===== src/hw/rtl/cms_pkg.sv =====
`default_nettype none
package cms_pkg;
    localparam int MAX_ROWS  = 8;
    localparam int MAX_WIDTH = 1024;
    localparam int ROW_W     = $clog2(MAX_ROWS);
    localparam int COL_W     = $clog2(MAX_WIDTH);
    localparam int ADDR_W    = ROW_W + COL_W;
    localparam int DEPTH     = MAX_ROWS * MAX_WIDTH;
    localparam int HR_W      = 4;
    localparam int RW_W      = 11;
    localparam int CFG_W     = 11;
    localparam int CFG_IDX_W = 1;

    localparam logic [CFG_IDX_W-1:0] REG_HASH_ROWS = 1'b0;
    localparam logic [CFG_IDX_W-1:0] REG_ROW_WIDTH = 1'b1;

    localparam logic FUNC_ADD = 1'b0;

    typedef struct packed {
        logic load;      // capture item, start hash
        logic hash_step; // one hash round
        logic row_start; // compute row hash, start modulo
        logic mod_step;  // one remainder bit
        logic rd;        // counter read step; never set, unused
        logic wb;        // write back / fold min
        logic row_next;
        logic done;
    } cms_cmd_t;

    typedef struct packed {
        logic hash_last;
        logic mod_last;
        logic row_last;
        logic clr_busy;  // counter RAM clearing pass running
    } cms_sts_t;

    function automatic logic [31:0] rotl(input logic [31:0] x, input int k);
        rotl = (x << k) | (x >> (32 - k));
    endfunction
endpackage
`default_nettype wire


===== src/hw/rtl/cms_ctrl.sv =====
`default_nettype none
module cms_ctrl (
    input  wire logic              clk,
    input  wire logic              rst_n,
    input  wire logic              in_valid,
    output logic                   in_ready,
    output logic                   out_valid,
    input  wire logic              out_ready,
    input  wire cms_pkg::cms_sts_t sts,
    output cms_pkg::cms_cmd_t      cmd
);
    import cms_pkg::*;

    typedef enum logic [6:0] {
        S_IDLE = 7'b0000001,
        S_HASH = 7'b0000010,
        S_ROW  = 7'b0000100,
        S_MOD  = 7'b0001000,
        S_RD   = 7'b0010000,
        S_WB   = 7'b0100000,
        S_OUT  = 7'b1000000
    } state_t;

    state_t state_reg, state_next;

    assign in_ready  = (state_reg == S_IDLE) && !sts.clr_busy;
    assign out_valid = (state_reg == S_OUT);

    always_comb
    begin
        state_next = state_reg;
        cmd = '0;
        unique case (state_reg)
            S_IDLE:
            begin
                if (in_valid && !sts.clr_busy)
                begin
                    cmd.load = 1'b1; state_next = S_HASH;
                end
            end
            S_HASH:
            begin
                cmd.hash_step = 1'b1;
                if (sts.hash_last) state_next = S_ROW;
            end
            S_ROW:
            begin
                cmd.row_start = 1'b1; state_next = S_MOD;
            end
            S_MOD:
            begin
                cmd.mod_step = 1'b1;
                if (sts.mod_last) state_next = S_RD;
            end
            S_RD: state_next = S_WB;
            S_WB:
            begin
                cmd.wb = 1'b1;
                if (sts.row_last) state_next = S_OUT;
                else
                begin
                    cmd.row_next = 1'b1; state_next = S_ROW;
                end
            end
            S_OUT:
            begin
                if (out_ready)
                begin
                    cmd.done = 1'b1; state_next = S_IDLE;
                end
            end
            default: state_next = S_IDLE;
        endcase
    end

    always_ff @(posedge clk or negedge rst_n)
    begin
        if (!rst_n) state_reg <= S_IDLE;
        else state_reg <= state_next;
    end
endmodule
`default_nettype wire


===== config.mk =====
export PLATFORM = sky130hd
export DESIGN_NAME = cms_ctrl
export DESIGN_NICKNAME = d
export VERILOG_FILES = /design/src/hw/rtl/cms_pkg.sv /design/src/hw/rtl/cms_ctrl.sv
export SDC_FILE = /design/constraint.sdc
export NUM_CORES = 1
export LEC_CHECK = 0
export BUFFER_PORTS_ARGS = -buffer_cell sky130_fd_sc_hd__buf_2
export CORE_AREA = 2 2 39 41
export DETAILED_ROUTE_END_ITERATION = 6
export DIE_AREA = 0 0 41 43
export PLACE_DENSITY = 0.78
export SETUP_SLACK_MARGIN = 0.3
export SYNTH_ARGS = -nofsm -noshare
export SYNTH_HDL_FRONTEND = slang
export SYNTH_SLANG_ARGS = --single-unit
export TNS_END_PERCENT = 10

===== constraint.sdc =====
create_clock -name clk -period 1.2 [get_ports clk]
set_input_delay 0.12 -clock clk [delete_from_list [all_inputs] [get_ports clk]]
set_output_delay 0.12 -clock clk [all_outputs]
set_load 0.02 [all_outputs]

---- Word-level counts from Yosys, hierarchy flattened ----
Index checks and enable logic that the tools add are counted.
cells by class
  mux-type cells .......................... 15
  equality and inequality tests ........... 11
  reductions and logical operators ........ 4
operators with widths
  cell                count
  $pmux 7 s7          1
  $mux 7              5
  $mux 1              8
  $eq 7x1->1 const B  1
  $eq 7x2->1 const B  1
  $eq 7x3->1 const B  1
  $eq 7x4->1 const B  1
  $eq 7x5->1 const B  1
  $eq 7x6->1 const B  1
  $eq 7x7->1 const B  1
  $ne 2x1->1 const B  2
  $ne 2x2->1 const B  2
  $reduce_and 4->1    1
  $logic_and 1x1->1   2
  $mux 2              1
  $logic_not 1->1     1
word-level totals
  register bits after elaboration ......... 7
  output and inout bits ................... 10
  word-level logic and storage cells ...... 31
  input bits .............................. 8

---- Logic depth before layout (Yosys ltp) ----
  word-level depth ........................ 4
  gate-level depth with buffers ........... 5
  gate-level depth less buffers ........... 4

---- Worst setup path before layout ----
OpenSTA, ideal clock, no wires.
  path kind ............................... register to output
  from .................................... register state_reg[2]
  to ...................................... output port cmd[1] (netlist bit)
  arrival time ............................ 1.419 ns
  path slack .............................. -0.339 ns
  cell stages (with the launch flop) ...... 5
  buffers on the path ..................... 0
  required time ........................... 1.080 ns
  cell sequence ........................... dfrtp_1 -> nor3_4 -> nand2_1 -> nor3b_2 -> and2b_1
RTL lines
  element                   line            source
  start: declaration        cms_ctrl.sv:24  state_t state_reg, state_next;
  start signal: assignment  cms_ctrl.sv:79  else state_reg <= state_next;
  end: declaration          cms_ctrl.sv:10  output cms_pkg::cms_cmd_t cmd

==> flow_summary_export.csv <==
group,metric,value,unit
yosys,synth_nets,63,
final_layout,fin_cells,104,
power_and_ir_drop,p_leak,0.4163,nW
clock_network,cts_max_path_buffers,2,
detailed_routing,dr.pass1.iters,4,
global_routing,grt_overflow_total,0,
global_routing,grt_max_degree,8,
detailed_routing,viasPerCell,5.288,
floorplanning,fp.dieH,43,um
sta,fin_worst_skew,0.002545,ns
final_layout,nNetsFinal,97,
sta,setup_slack,-0.4378,ns
detailed_routing,antenna_left,0,
yosys,synth_cell_type_count,32,
yosys,ys_top_cells_by_area,"dfrtp_1 30%, dfstp_2 5.2%, buf_6 4.4%, nor2_1 4.4%, nor2b_1 3.7%",
sta,period_share,136.5,%
yosys,synth-edff-count,0,
worst_setup_path,critical-path-max-stage-delay,0.44,ns
sta,rsz0062_at_grt,"yes",
yosys,synth_top_area_share,29.56,%
yosys,syn_inst,55,
global_routing,grt_pass1_wl,2221,um
power_and_ir_drop,power.density,1324,nW/um^2
sta,clock.fmax,0.6106,GHz
yosys,async_flop_share,100.0,%
clock_network,cts_root_buf,"clkbuf_4",
worst_setup_path,arrival,1.52,ns
global_routing,antenna_found_initial,0,
floorplanning,start_util,36.71,%
floorplanning,ios,18,
run,drv_cap,0,
floorplanning,core-area,1384,sq um
worst_setup_path,rrSetupSlack,-0.30,ns
yosys,synth_seq_cells,7,
sta,final_max_slew_viol_count,0,
worst_hold_path,hold_depth,2,
worst_setup_path,reg2regPathDepth,6,
worst_setup_path,path_class,"flip-flop to primary output",
status,outcome,"complete, but fails checks",
worst_setup_path,cp_cell_sequence,"buf_4 -> nor4_1 -> and3_1 -> buf_2",
final_layout,largest_register_ff_count,7,
power_and_ir_drop,vdd_ir_drop_max,0.5263,mV
yosys,synth_top_cell_by_area,"dfrtp_1",
worst_setup_path,r2r_end,"state_reg[2]$_DFFE_PN0P_",
sta,finalSetupViolCount,13,
clock_network,numCtsBuffers,3,
clock_network,clk_pin_slew,0.05,ns
detailed_routing,drc,0,
clock_network,h-tree-depth,1,
yosys,syn_area_per_cell,9.236,sq um
detailed_routing,num_vias,550,
sta,hold_viol,0,
floorplanning,dieArea,1763,sq um
clock_network,cts_tree,"yes",
floorplanning,floorplan.rows,14,
yosys,seq_area_frac_synth,34.73,%
yosys,synth_common_cells,"6 x dfrtp_1, 6 x nor2_1, 3 x nor2b_1, 3 x nor3_1, 3 x o21ai_0",
worst_setup_path,worstSetupEndpointType,"primary output",
floorplanning,die_w,41,um
worst_hold_path,hold_start,"out_ready",
global_routing,grt_pass1_vias,562,
worst_setup_path,worstPathMaxFanout,4,
worst_setup_path,timing.rr.start,"state_reg[2]$_DFFE_PN0P_",
detailed_routing,drt_iter0_drc,13,
worst_hold_path,hold_class,"input pin to flip-flop",
yosys,synth_warnings,0,
worst_setup_path,worst_ep_required_time,1.08,ns
status,violations,"negative setup slack",
final_layout,drive_gt1_share,59.09,%
place,gp_congestion,0.7572,
place,port_buffers,16,
yosys,synthesis.area,508.0,sq um
detailed_routing,routed_wl,1455,um
clock_network,clock_latency,0.25,ns
yosys,synth_flop_cell,"dfrtp_1",
worst_hold_path,min_to,"state_reg[6]$_DFFE_PN0P_",
final_layout,post-route-util,59.49,%
clock_network,cts.sinks,7,
sta,period_needed,1.638,ns
place,dp_hpwl,1006,um
final_layout,diodes,0,
worst_setup_path,worst_setup_path_start_kind,"flip-flop",
place,dp_cells,96,
final_layout,areaGrowthSynthToFinish,62.07,%
worst_setup_path,cpMaxStageDelayCell,"dfrtp_2",
global_routing,grt.total_usage,18.71,%
detailed_routing,routedWlPerCell,13.99,um
-- power by group --
part / total, W / internal, W / switching [W]
logic: 0.000521 / 0.000257 / 0.000264
clock network: 0.000212 / 0.000127 / 0.0000849
registers: 0.000357 / 0.000287 / 0.0000699
total: 0.00109 / 0.000671 / 0.000419
-- worst max-delay path, delay by kind of cell (launching register included) --
kind                   cells  cell delay, ns
AND/OR/NAND/NOR            2            0.51
flip-flops                 1            0.44
buffers and inverters      2            0.32
-- cells by family after synthesis --
group | after synthesis | share of synthesized area, %
AND/OR/NAND/NOR | 32 | 42.61
AO/OA/AOI/OAI | 8 | 10.84
flip-flops | 7 | 34.73
buffers and inverters | 5 | 7.390
XOR/XNOR | 1 | 1.724
multiplexers | 1 | 1.971
other | 1 | 0.7382
-- cells in the final DEF, fill, tap and decap left out, types with 2 or more instances in the layout --
cell type and instances:
nor2b_1 2, nor3_4 3, o21ai_0 2, buf_2 9, nor2_1 5, inv_1 2, dfrtp_2 4, buf_6 5
dfrtp_1 2, nand4b_1 2, clkbuf_4 3, nor3b_1 2, buf_4 17
-- timing repair --
action,4_1_cts,5_1_grt
gates resized for setup,9,17
setup buffers,2,1
hold buffers,1,0
pin swaps,2,3
endpoints found under the setup margin,16,16
hold endpoints to repair,7,0
-- final cells by class --
type / instances / area (sq um)
Tap cell: 16 / 20.02
Fill cell: 123 / 560.5
Sequential cell: 7 / 181.4
Inverter: 2 / 7.507
Timing Repair Buffer: 32 / 239.0
Multi-Input combinational cell: 43 / 349.1
Clock buffer: 4 / 26.28
-- routing by layer --
metal / track usage [%] / up-vias / wire length [um]
met3: 2.618 / 2 / 50
met5: 0 / - / 0
met1: 21.05 / 268 / 585
li1: - / 264 / -
met2: 28.75 / 16 / 807
met4: 16.00 / 0 / 12
-- worst max path at each step --
stage	from	to	slack, ns
final	state_reg[3]$_DFFE_PN0P_	cmd[6]	-0.44
after global routing	state_reg[2]$_DFFE_PN0P_	cmd[1]	-0.50
after CTS	state_reg[6]$_DFFE_PN0P_	cmd[1]	-0.40
after detailed placement	state_reg[6]$_DFFE_PN0P_	cmd[1]	-0.18
after global placement	state_reg[1]$_DFFE_PN0P_	state_reg[2]$_DFFE_PN0P_	-0.16
after floorplan	state_reg[6]$_DFFE_PN0P_	cmd[1]	-0.22
-- per-stage QoR --
step | worst slack (ns) | hold WS (ns) | setup TNS (ns) | cell area (sq um) | power (W)
after floorplan | -0.2233 | -0.1756 | -0.7755 | 519.2 | 0.0006138
after global placement | -0.1622 | -0.03868 | -0.9593 | 679.4 | 0.0007436
after detailed placement | -0.1790 | -0.03735 | -1.199 | 679.4 | 0.0007557
after CTS | -0.4050 | 0.06537 | -3.491 | 757.0 | 0.001003
after global routing | -0.4985 | 0.08490 | -4.942 | 823.3 | 0.001159
final | -0.4378 | 0.08901 | -3.949 | 823.3 | 0.001090
No activity file was read; power rests on OpenSTA's default activity.
